### src/rtl/tglos_pkg.sv
// shared constants and types for the tile grid line-of-sight block
// used by the tile store, the divider and the top level
package tglos_pkg;

	localparam int GRID_BITS      = 6;
	localparam int GRID_SIZE      = 1 << GRID_BITS;
	localparam int PLANE_BITS     = 2;
	localparam int PLANES         = 1 << PLANE_BITS;
	localparam int MAX_ACTOR_SIZE = 8;
	localparam int ADDR_W         = PLANE_BITS + 2 * GRID_BITS;
	localparam int DEPTH          = 1 << ADDR_W;
	localparam int FLAG_W         = 5;
	localparam int FRAC_BITS      = 16;
	localparam int QUOT_W         = FRAC_BITS + 1;
	localparam int POS_W          = 24;

	// flag bit positions
	localparam int FLAG_FULL  = 0;
	localparam int FLAG_NORTH = 1;
	localparam int FLAG_EAST  = 2;
	localparam int FLAG_SOUTH = 3;
	localparam int FLAG_WEST  = 4;

	// opcodes and register indexes
	localparam logic OP_WRITE = 1'b0;
	localparam logic OP_QUERY = 1'b1;
	localparam logic [1:0] REG_SCENE_WIDTH  = 2'd0;
	localparam logic [1:0] REG_SCENE_HEIGHT = 2'd1;

	typedef logic [ADDR_W-1:0] addr_t;
	typedef logic [FLAG_W-1:0] flags_t;

	// access request from the sequencer to the tile store
	typedef struct packed {
		logic   wr_en;
		addr_t  wr_addr;
		flags_t wr_data;
		logic   rd_en;
		addr_t  rd_addr;
	} store_req_t;

endpackage

### src/rtl/tglos_div.sv
// restoring divider, one quotient bit per cycle: quot = numer * 2^16 / denom
// requires numer <= denom and denom != 0; depends on tglos_pkg
module tglos_div
	import tglos_pkg::*;
(
	input  logic              clk,
	input  logic              arst_n,
	input  logic              start,
	input  logic [5:0]        numer,
	input  logic [5:0]        denom,
	output logic              done,
	output logic [QUOT_W-1:0] quot
);

	logic [6:0]        rem_q;
	logic [5:0]        den_q;
	logic [4:0]        cnt_q;
	logic              busy_q;
	logic              done_q;
	logic [QUOT_W-1:0] quot_q;
	logic [6:0]        trial;
	logic              ge;

	// first step compares the numerator itself, later steps shift in a zero
	always_comb begin
		trial = (cnt_q == 5'd0) ? rem_q : {rem_q[5:0], 1'b0};
		ge    = trial >= {1'b0, den_q};
	end

	always_ff @(posedge clk or negedge arst_n) begin
		if (!arst_n) begin
			busy_q <= 1'b0;
			done_q <= 1'b0;
			cnt_q  <= '0;
		end else begin
			done_q <= 1'b0;
			if (start) begin
				busy_q <= 1'b1;
				cnt_q  <= '0;
			end else if (busy_q) begin
				cnt_q <= cnt_q + 5'd1;
				if (cnt_q == 5'(QUOT_W - 1)) begin
					busy_q <= 1'b0;
					done_q <= 1'b1;
				end
			end
		end
	end

	// datapath
	always_ff @(posedge clk) begin
		if (start) begin
			rem_q  <= {1'b0, numer};
			den_q  <= denom;
			quot_q <= '0;
		end else if (busy_q) begin
			rem_q  <= ge ? (trial - {1'b0, den_q}) : trial;
			quot_q <= {quot_q[QUOT_W-2:0], ge};
		end
	end

	assign done = done_q;
	assign quot = quot_q;

endmodule

### config.mk
export PLATFORM = sky130hd
export DESIGN_NAME = tglos_div
export DESIGN_NICKNAME = d
export VERILOG_FILES = /design/src/rtl/tglos_pkg.sv /design/src/rtl/tglos_div.sv
export SDC_FILE = /design/constraint.sdc
export NUM_CORES = 1
export LEC_CHECK = 0
export BUFFER_PORTS_ARGS = -buffer_cell sky130_fd_sc_hd__buf_2
export CORE_AREA = 3 3 69 71
export CTS_CLUSTER_DIAMETER = 100
export DETAILED_ROUTE_END_ITERATION = 6
export DIE_AREA = 0 0 72 74
export PLACE_DENSITY_LB_ADDON = 0.2
export SLEW_MARGIN = 20
export SYNTH_ARGS = -nofsm -noshare
export SYNTH_HDL_FRONTEND = slang
export SYNTH_SLANG_ARGS = --single-unit
### constraint.sdc
create_clock -name clk -period 4 [get_ports clk]
set_input_delay 0 -clock clk [delete_from_list [all_inputs] [get_ports clk]]
set_output_delay 0 -clock clk [all_outputs]
set_load 0.03 [all_outputs]
# Word level (Yosys, flattened, before mapping)
# Index checks and enable logic that the tools add are counted.
dict set report classes {
  n_eq_ne 1
  n_mux 12
  bitwise_logic 0
  div_mod_pow 0
  addsub 2
  n_reduce_logical 2
  magnitude_cmp 1
  n_mul 0
  n_shift 0
}
# cell count
set ops {}
lappend ops {{7-bit two-way mux} 2}
lappend ops {{6-bit two-way mux} 2}
lappend ops {{5-bit two-way mux} 2}
lappend ops {{7-bit by 6-bit >= comparator with 1-bit output} 1}
lappend ops {{7-bit by 6-bit subtractor with 7-bit output} 1}
lappend ops {{1-bit two-way mux} 6}
lappend ops {{5-bit by 1-bit adder with 5-bit output (second input constant)} 1}
lappend ops {{5-bit equality test (second input constant)} 1}
lappend ops {{5-bit zero test} 1}
lappend ops {{2-bit nonzero test} 1}
dict set report word_totals {
  word_cells 25
  output_inout_bits 18
  inputBits 15
  register_bits 37
  mem_bits_ro 0
  ramBits 0
  latchBits 0
  n_memories 0
}

# Longest topological paths before layout
# Gate-level depths: netlist of run 1.
dict set report depth {
  ltp_word 6
  mapped_depth 12
  mapped_depth_nobuf 11
}

# Worst setup path before layout of run 1
# OpenSTA, ideal clock, no wires.
dict set report synth_path {
  path_kind {reg-to-reg}
  from {reg cnt_q[0]}
  to {reg rem_q[4] (data pin)}
  setup_slack_ns 0.934
  period_less_slack_ns 3.066
  stages_incl_launch_ff 12
  required_time_ns 3.739
  n_path_buf 1
  arrival_time_ns 2.805
  setup_time_ns 0.261
  cell_sequence {dfrtp_1 > inv_1 > ha_1 > nor4b_4 > buf_2 > mux2_2 > ha_1 > a21o_1 > a21oi_1 > a21boi_2 > or2_4 > a221o_1}
}
dict set report synth_between {
  elab_chain_cells 6
}
# item line
set synth_lines {}
lappend synth_lines {{start, declared} tglos_div.sv:17} ;# logic [4:0] cnt_q;
lappend synth_lines {{start signal, assigned} tglos_div.sv:41} ;# cnt_q <= cnt_q + 5'd1;
lappend synth_lines {{5-bit zero test (*)} tglos_div.sv:26} ;# trial = (cnt_q == 5'd0) ? rem_q : {rem_q[5:0], 1'b0};
lappend synth_lines {{7-bit two-way mux (*)} tglos_div.sv:26}
lappend synth_lines {{7-bit by 6-bit subtractor with 7-bit output or 7-bit by 6-bit >= comparator with 1-bit output (tied branches)} {tglos_div.sv:57, tglos_div.sv:27}}
lappend synth_lines {{7-bit two-way mux (*)} tglos_div.sv:57} ;# rem_q <= ge ? (trial - {1'b0, den_q}) : trial;
lappend synth_lines {{6-bit two-way mux (*)} tglos_div.sv:56} ;# end else if (busy_q) begin
lappend synth_lines {{6-bit two-way mux (*)} tglos_div.sv:52} ;# if (start) begin
lappend synth_lines {{end signal, assigned} tglos_div.sv:53} ;# rem_q <= {1'b0, numer};
lappend synth_lines {{end signal, assigned} tglos_div.sv:57}
lappend synth_lines {{end, declared} tglos_div.sv:15} ;# logic [6:0] rem_q;
# Every way passes the cells marked *; elsewhere a longest branch is shown, timed or not. The select of a mux whose other input is x is not followed.
# A chain may end at the register's enable or synchronous reset.

# Worst setup path in the final report of run 1
# Same ends and word-level chain as after synthesis.

==> results of run 1 <==
## where the power goes
part           internal [mW]  switching, mW  leakage, nW
combinational          0.215          0.271        0.717
sequential             0.452         0.0355        0.359
clock                  0.121          0.129       0.0450
## routing by layer
metal | up-vias | GRT usage, % | share of wire [%]
li1 | 720 | - | -
met1 | 631 | 18.8 | 48
met2 | 31 | 20.9 | 45
met3 | 7 | 3.65 | 5.1
met4 | 0 | 8.14 | 2.0
met5 | - | 0 | 0
## layout by cell type (no fill, tap or decap), types with 2 or more instances in the layout
cell	count
a221o_1	2
o211ai_1	2
edfxtp_1	12
buf_2	32
nand2_1	16
mux2_2	4
ha_1	9
clkbuf_8	5
nand2b_1	3
xor2_1	5
o21ai_0	4
a21oi_1	3
nand4_1	3
nor2_1	31
clkinv_2	2
nor3_1	3
inv_1	10
dfxtp_1	18
dlygate4sd3_1	7
dfrtp_1	6
nor2b_1	2
mux2i_1	17
## through the flow
step | setup slack (ns) | power, mW
global route | 0.385 | 1.31
floorplan | 0.934 | 0.866
global placement | 0.729 | 0.973
CTS | 0.647 | 1.23
finish | 0.623 | 1.22
detailed placement | 0.653 | 0.977
## state kept, by name, indices dropped and copies added (netlist names)
signal and count:
quot 17, rem_q 7, den_q 6, cnt_q 5, busy_q 1, done 1
## worst paths after layout
kind                           from  endpoint  cells after the start  slack [ns]
max                        cnt_q[0]  rem_q[4]                     10        0.62
min                        numer[4]  rem_q[4]                      2        0.02
max reg2reg                cnt_q[0]  rem_q[4]                     10        0.62
min reg2reg                quot[16]  quot[16]                      2        0.50
max in group asynchronous    arst_n    busy_q                      2        3.77
min in group asynchronous    arst_n  cnt_q[0]                      2        0.06
## area by class of cell
class,count,area share (%)
multi-input cells,129,41.1
flip-flops and latches,37,40.1
repair buffers,39,10.3
clock buffers,6,3.25
well taps,52,2.91
inverters,11,1.85
clock inverters,2,0.448
## cell families after synthesis
family | count (synthesis) | synth area share (%)
AND/OR/NAND/NOR | 68 | 17.6
flip-flops | 37 | 47.5
AO/OA/AOI/OAI | 23 | 9.16
multiplexers | 22 | 12.2
buffers and inverters | 18 | 3.65
adder cells (fa/ha/maj) | 10 | 7.04
XOR/XNOR | 6 | 2.79
## timing repair
action / 4_1_cts / 5_1_grt
hold buffers: 7 / 0
endpoints found under the hold margin: 13 / 0
resized for setup: 0 / 0
==> flow_metrics.tcl, run 1 <==
set metrics [dict create \
    status "finished clean" \
    leakagePower_nw 1.12 \
    crit_family "simple AND/OR/NAND/NOR gates" \
    peakVddDrop_v 0.000257 \
    route.detailed.drc 0 \
    synth_cells 184 \
    root_buffer "clkbuf_8" \
    synth_edf_count 12 \
    hold_violations 0 \
    max_slew.worst_pin.slew_ns 0.706 \
    path_max_fanout 12 \
    finClkSkew_ns 0.00302 \
    dr.pass1.iters 4 \
    dp_hpwl_um 2570 \
    arrival_ns 3.42 \
    drive_gt1_share_pct 22.8 \
    ys_types 47 \
    holdWs_ns 0.0183 \
    grt_overflow_total 0 \
    grt_max_degree 40 \
    synth-seq-area-share_pct 47.5 \
    finalSetupViolCount 0 \
    nets 248 \
    cts_buffer_depth 2 \
    timing.fmax_ghz 0.296 \
    synth_common_cells "nor2_1, dfxtp_1, mux2i_1, nand2_1, edfxtp_1" \
    insertion_delay_ns 0.29 \
    antenna_found_initial 0 \
    path_class "register to register" \
    coreArea_sq_mm 0.00429 \
    nFillCells 406 \
    h-tree-depth 2 \
    tritoncts "yes" \
    cpMostUsedCell "ha_1" \
    std_cell_rows 24 \
    grt.total_usage_pct 14.1 \
    post-route-util_pct 52.1 \
    cts_buffers 5 \
    max_cap_viol_count 0 \
    rsz0062_at_grt "no" \
    gp_congestion 0.863 \
    diodes 0 \
    synthArstFlopShare_pct 18.9 \
    netlist_top_cells_area "dfxtp_1, edfxtp_1, dfrtp_1" \
    drt_iter0_drc 61 \
    end_kind "register" \
    post-route-min-period_ns 3.38 \
    synth_area_sq_mm 0.00188 \
    fp.dieW_um 72 \
    dp_cells 261 \
    syn_area_per_cell_sq_um 10.2 \
    yosys.area.top_type "dfxtp_1" \
    cp-start-kind "register" \
    yosysMostFrequentCell "nor2_1" \
    yosys_warnings 0 \
    fp.dieH_um 74 \
    multi_input_area_sq_um 920 \
    ant_nets 0 \
    final_max_slew_viol_count 0 \
    grt_pass1_vias 1300 \
    area_growth_pct 18.7 \
    layout_worst_path_cycle_share_pct 84.4 \
    cts_sinks 37 \
    crit_chain "inv_1 -> ha_1 -> nor4b_4 -> mux2_2 -> ha_1 -> nor2b_1 -> o21ai_0 -> a21boi_2 -> or2_4 -> a221o_1" \
    timing.critical_path.required_ns 4.04 \
    slowest_delay_ns 0.55 \
    synth_top_area_share_pct 19.1 \
    num_vias 1389 \
    finalSetupTns_ns 0 \
    critPathBufInv 1 \
    placedInstanceArea_sq_mm 0.00208 \
    pin_count 33 \
    grt_pass1_wl_um 5750 \
    crit_slowest_cell "nor4b_4" \
    power.density_mw_per_mm2 547 \
    cts.clk_slew.worst_paths_ns 0.07 \
    cts_setup_buffers 0 \
    relSlewSlack_pct 53.0 \
    ys.flop_type "dfxtp_1" \
    design_area_sq_mm 0.00224 \
    ys_seq_elements 37 \
    syn_nets 209 \
    hold_class "primary input to register" \
    finalNonFillerCells 276 \
    wire_per_inst_um 12.8 \
    seqCellArea_sq_um 897 \
    port_buffers 32 \
    initial_core_util_pct 43.9 \
    die_area_sq_mm 0.00533 \
    viasPerCell 5.03 \
    wirelength_um 3540 \
]
Note: power is estimated with default switching activity, not from simulation.
==> run 2, diff against run 1 <==
--- a/config.mk
+++ b/config.mk
@@ -5,6 +5,7 @@
 export SDC_FILE = /design/constraint.sdc
 export NUM_CORES = 1
 export LEC_CHECK = 0
+export ABC_AREA = 1
 export BUFFER_PORTS_ARGS = -buffer_cell sky130_fd_sc_hd__buf_2
 export CORE_AREA = 3 3 69 71
 export CTS_CLUSTER_DIAMETER = 100
==> constraint.sdc (replaced) <==
create_clock -name clk -period 2.8 [get_ports clk]
set_input_delay 0 -clock clk [delete_from_list [all_inputs] [get_ports clk]]
set_output_delay 0 -clock clk [all_outputs]
set_load 0.03 [all_outputs]
==> flow_metrics.tcl, run 2 <==
set metrics [dict create \
    status "complete, but fails checks" \
    failed_checks "negative hold slack" \
    gp_congestion 0.814 \
    grt_max_degree 24 \
    initial_core_util_pct 44.2 \
    drive_gt1_share_pct 22.9 \
    holdWs_ns -0.00463 \
    rsz0062_at_grt "no" \
    relSlewSlack_pct 73.2 \
    wire_per_inst_um 12.0 \
    coreArea_sq_mm 0.00429 \
    wirelength_um 3920 \
    ant_nets 0 \
    cts_buffers 5 \
    die_area_sq_mm 0.00533 \
    layout_worst_path_cycle_share_pct 92.7 \
    dp_cells 308 \
    cts.clk_slew.worst_paths_ns 0.08 \
    area_growth_pct 24.0 \
    cpMostUsedCell "nand2_1" \
    max_cap_viol_count 0 \
    finalSetupTns_ns 0 \
    power.density_mw_per_mm2 844 \
    grt_pass1_wl_um 6580 \
    cts_sinks 37 \
    yosys.area.top_type "dfxtp_1" \
    pin_count 33 \
    synthXorXnorAreaFrac_pct 1.38 \
    crit_chain "inv_1 -> ha_4 -> nand3_4 -> buf_4 -> nand2_1 -> o21ai_2 -> ha_2 -> nand2_1 -> nor2_1 -> nand2_1 -> nand2_1 -> nor2_8 -> nand2_4 -> nand2_1 -> nand3_1 -> nand2_1" \
    tritoncts "yes" \
    grt_pass1_vias 1497 \
    peakVddDrop_v 0.000320 \
    synth_edf_count 12 \
    ys_seq_elements 37 \
    timing.critical_path.required_ns 2.84 \
    design_area_sq_mm 0.00235 \
    h-tree-depth 2 \
    yosys_warnings 0 \
    fp.dieW_um 72 \
    timing.fmax_ghz 0.385 \
    synth-seq-area-share_pct 47.2 \
    path_max_fanout 10 \
    muxShareOfSynthArea_pct 0 \
    std_cell_rows 24 \
    drt_iter0_drc 60 \
    synth_cells 228 \
    insertion_delay_ns 0.29 \
    ys.flop_type "dfxtp_1" \
    finalSetupViolCount 0 \
    cp-start-kind "register" \
    synth_area_sq_mm 0.00190 \
    viasPerCell 4.87 \
    crit_slowest_cell "dfrtp_1" \
    crit_family "simple AND/OR/NAND/NOR gates" \
    route.detailed.drc 0 \
    arrival_ns 2.64 \
    grt_overflow_total 0 \
    synth_compound_area_share_pct 9.35 \
    synth_common_cells "nand2_1, inv_1, nand3_1, dfxtp_1, o22ai_1" \
    hold_violations 1 \
    synth_fa_ha_area_share_pct 6.98 \
    grt.total_usage_pct 16.0 \
    num_vias 1591 \
    synth_top_family_by_area "simple AND/OR/NAND/NOR gates" \
    largest_reg_flops 17 \
    finalNonFillerCells 327 \
    hold_class "primary input to register" \
    cts_buffer_depth 2 \
    dp_hpwl_um 2870 \
    path_class "register to register" \
    root_buffer "clkbuf_8" \
    layout_common_cells "nand2_1, inv_1, buf_2" \
    fp.dieH_um 74 \
    post-route-util_pct 54.8 \
    final_common_cell "nand2_1" \
    synth_top_area_share_pct 19.0 \
    yosysMostFrequentCell "nand2_1" \
    critPathBufInv 2 \
    finClkSkew_ns 0.00444 \
    port_buffers 32 \
    total_power_mw 1.99 \
    netlist_top_cells_area "dfxtp_1, edfxtp_1, nand2_1" \
    diodes 0 \
    max_slew.worst_pin.slew_ns 0.401 \
    slowest_delay_ns 0.40 \
    end_kind "register" \
    syn_area_per_cell_sq_um 8.33 \
    placedInstanceArea_sq_mm 0.00210 \
    synth-simple-area-share_pct 24.3 \
    synthArstFlopShare_pct 18.9 \
    nets 299 \
    ys_types 28 \
    antenna_found_initial 0 \
    final_max_slew_viol_count 0 \
    syn_nets 253 \
    leakagePower_nw 1.16 \
    post-route-min-period_ns 2.60 \
    dr.pass1.iters 4 \
]
[run 2: cell count changes in the layout (fill, tap and decap cells not counted), sizes merged, moves of 14 or more]
cell | previous run | this run
nand3 | 1 | 20
mux2i | 17 | 0
o22ai | 1 | 15
inv | 10 | 49
nand2 | 17 | 55
nor2 | 31 | 14
[run 2: area by class of cell]
class                   instances  area (sq um)
fillers                       406          1940
clock inverters                 1          6.26
clock buffers                   7           108
flip-flops and latches         37           896
multi-input cells             139           832
inverters                      48           180
well taps                      52          65.1
repair buffers                 43           268
[run 2: worst register-to-register path: stages (launching register included)]
cell,delay [ns]
dfrtp_1,0.40
inv_1,0.12
ha_4,0.17
nand3_4,0.14
buf_4,0.18
nand2_1,0.06
o21ai_2,0.07
ha_2,0.39
nand2_1,0.10
nor2_1,0.11
nand2_1,0.06
nand2_1,0.18
nor2_8,0.09
nand2_4,0.09
nand2_1,0.06
nand3_1,0.06
nand2_1,0.07
[run 2: metrics by stage]
stage                     hold WS [ns]  worst slack (ns)
after floorplan                 -0.296             0.435
after global routing           0.00824            0.0134
after global placement          -0.162             0.113
after CTS                      0.00517            0.0383
final                         -0.00463             0.205
after detailed placement        -0.165            0.0425
[run 2: final timing paths]
path	from	to	slack, ns	depth (start not counted)
worst max register to register	cnt_q[1]	rem_q[1]	0.20	16
worst max-delay path	cnt_q[1]	rem_q[1]	0.20	16
max in group asynchronous	arst_n	cnt_q[1]	2.59	2
min in group asynchronous	arst_n	cnt_q[2]	0.06	2
worst min register to register	rem_q[6]	rem_q[6]	0.46	2
worst min-delay path	numer[5]	rem_q[5]	-0.005	3
[run 2: cell families (layout without fill, tap and decap cells)]
logic type / after synthesis / count (layout)
fa+ha+maj: 10 / 10
compound gates: 31 / 31
simple gates: 95 / 95
xor+xnor: 3 / 3
buf+inv: 52 / 99
flops: 37 / 37
[run 2: layer usage]
layer	track usage, %	vias up	routed length, um
met2	27.0	40	1860
met5	0	-	0
met4	6.05	0	51
li1	-	828	-
met1	19.5	714	1840
met3	4.59	9	173
[run 2: power by group]
group	internal, mW	switching [mW]
combinational	0.323	0.525
sequential	0.647	0.0436
clock	0.254	0.193
[run 2: repair_timing]
item | 4_1_cts | 5_1_grt
hold endpoints to repair | 16 | 0
resized for setup | 0 | 8
setup endpoints to repair | 0 | 8
hold buffers | 10 | 0
setup buffers | 0 | 1
==> run 3, diff against run 2 <==
--- a/config.mk
+++ b/config.mk
@@ -12,6 +12,7 @@
 export DETAILED_ROUTE_END_ITERATION = 6
 export DIE_AREA = 0 0 72 74
 export PLACE_DENSITY_LB_ADDON = 0.2
+export SETUP_SLACK_MARGIN = 0.4
 export SLEW_MARGIN = 20
 export SYNTH_ARGS = -nofsm -noshare
 export SYNTH_HDL_FRONTEND = slang
==> flow_metrics.tcl, run 3 (synthesis results as in run 2) <==
set metrics [dict create \
    insertion_delay_ns 0.29 \
    viasPerCell 4.97 \
    hold_violations 2 \
    area_growth_pct 40.1 \
    peakVddDrop_v 0.000337 \
    coreArea_sq_mm 0.00429 \
    std_cell_rows 24 \
    fp.dieW_um 72 \
    arrival_ns 2.41 \
    final_max_slew_viol_count 0 \
    tritoncts "yes" \
    dp_hpwl_um 2870 \
    crit_chain "inv_2 -> ha_4 -> nand3_4 -> nand2_2 -> inv_2 -> nor2_4 -> inv_2 -> ha_4 -> nand2_2 -> nor2_4 -> nand2_2 -> nand3_4 -> nand2_4 -> nand2_4 -> nand2_2 -> nand3_1 -> nand2_1" \
    num_vias 1708 \
    grt_pass1_wl_um 6970 \
    cpMostUsedCell "nand2_2" \
    failed_checks "negative hold slack" \
    holdWs_ns -0.0124 \
    path_class "register to register" \
    nets 316 \
    power.density_mw_per_mm2 885 \
    preCtsSetupSlack_ns 0.0425 \
    cp-start-kind "register" \
    root_buffer "clkbuf_8" \
    h-tree-depth 2 \
    wire_per_inst_um 13.1 \
    die_area_sq_mm 0.00533 \
    max_slew.worst_pin.slew_ns 0.408 \
    end_kind "register" \
    finClkSkew_ns 0.00645 \
    layout_worst_path_cycle_share_pct 84.1 \
    timing.fmax_ghz 0.425 \
    gp_congestion 0.814 \
    wirelength_um 4500 \
    rsz0062_at_grt "yes" \
    drive_gt1_share_pct 37.7 \
    fin_ws_ns 0.444 \
    slowest_delay_ns 0.39 \
    grt_max_degree 24 \
    cts_sinks 37 \
    initial_core_util_pct 44.2 \
    grt_overflow_total 0 \
    relSlewSlack_pct 72.8 \
    leakagePower_nw 1.26 \
    max_cap_viol_count 0 \
    final_common_cell "nand2_1" \
    timing.critical_path.required_ns 2.85 \
    crit_slowest_cell "dfrtp_1" \
    cts.clk_slew.worst_paths_ns 0.08 \
    finalSetupTns_ns 0 \
    cts_buffer_depth 2 \
    fp.dieH_um 74 \
    port_buffers 32 \
    largest_reg_flops 17 \
    finalSetupViolCount 0 \
    antenna_found_initial 0 \
    hold_class "primary input to register" \
    grt.total_usage_pct 17.0 \
    status "complete, but fails checks" \
    ant_nets 0 \
    route.detailed.drc 0 \
    cts_buffers 5 \
    dr.pass1.iters 4 \
    diodes 0 \
    layout_common_cells "nand2_1, inv_1, buf_2" \
    grt_pass1_vias 1550 \
    pin_count 33 \
    drt_iter0_drc 60 \
    path_max_fanout 6 \
    post-route-min-period_ns 2.36 \
]
[run 3: changes by cell type in the layout (fill, tap and decap cells not counted), sizes merged]
cell   previous run  this run
buf              33        49
nand3            20        21
[run 3: per-stage QoR]
step / hold WS [ns] / instances / util [%] / instance area, sq um / power [mW]
after floorplan: -0.296 / 228 / - / 1900 / 1.34
after global placement: -0.162 / 308 / 48.9 / 2100 / 1.50
after detailed placement: -0.165 / 308 / 48.9 / 2100 / 1.51
after CTS: 0.00517 / 334 / 56.8 / 2440 / 2.06
after global routing: 0.0108 / 344 / 62.0 / 2660 / 2.52
final: -0.0124 / 344 / 62.0 / 2660 / 2.36
[run 3: metal layers]
layer  vias to the layer above  global-route usage (%)  part of all wire [%]
met5                         -                       0                     0
met4                         0                    5.64                   2.5
met3                        12                    4.59                   4.1
met2                        38                    29.6                    50
met1                       795                    20.6                    44
li1                        863                       -                     -
[run 3: final timing paths]
kind	startpoint	end	slack, ns	cells after the start
setup / recovery	cnt_q[1]	rem_q[3]	0.44	17
hold / removal	numer[5]	rem_q[5]	-0.01	3
setup reg to reg	cnt_q[1]	rem_q[3]	0.44	17
hold reg to reg	rem_q[6]	rem_q[6]	0.47	2
max in group asynchronous	arst_n	cnt_q[3]	2.57	2
min in group asynchronous	arst_n	cnt_q[2]	0.06	2
[run 3: what timing repair did]
item | 4_1_cts | 5_1_grt
pin swaps | 3 | 23
hold endpoints to repair | 16 | 0
setup endpoints to repair | 8 | 8
gates resized for setup | 11 | 37
buffers inserted | 7 | 10
hold buffers | 10 | 0
gates cloned | 1 | 0
[run 3: cell type report]
cell class	instances	area (sq um)
fill	376	1630
clock buffer	7	108
multi-input combinational	140	1020
sequential	37	897
inverter	48	180
tap	52	65.1
clock inverter	1	6.26
timing repair buffer	59	388
[run 3: power by group]
| part | switching, mW | internal [mW] |
|---|---|---|
| clock network | 0.193 | 0.254 |
| logic | 0.688 | 0.520 |
| registers | 0.0530 | 0.647 |
| total | 0.934 | 1.42 |
[run 3: worst max-delay path, delay by kind of cell (launching register included)]
family,cells,cell delay (ns)
AND/OR/NAND/NOR,12,1.07
buffers and inverters,3,0.19
adder cells (fa/ha/maj),2,0.46
flip-flops,1,0.39
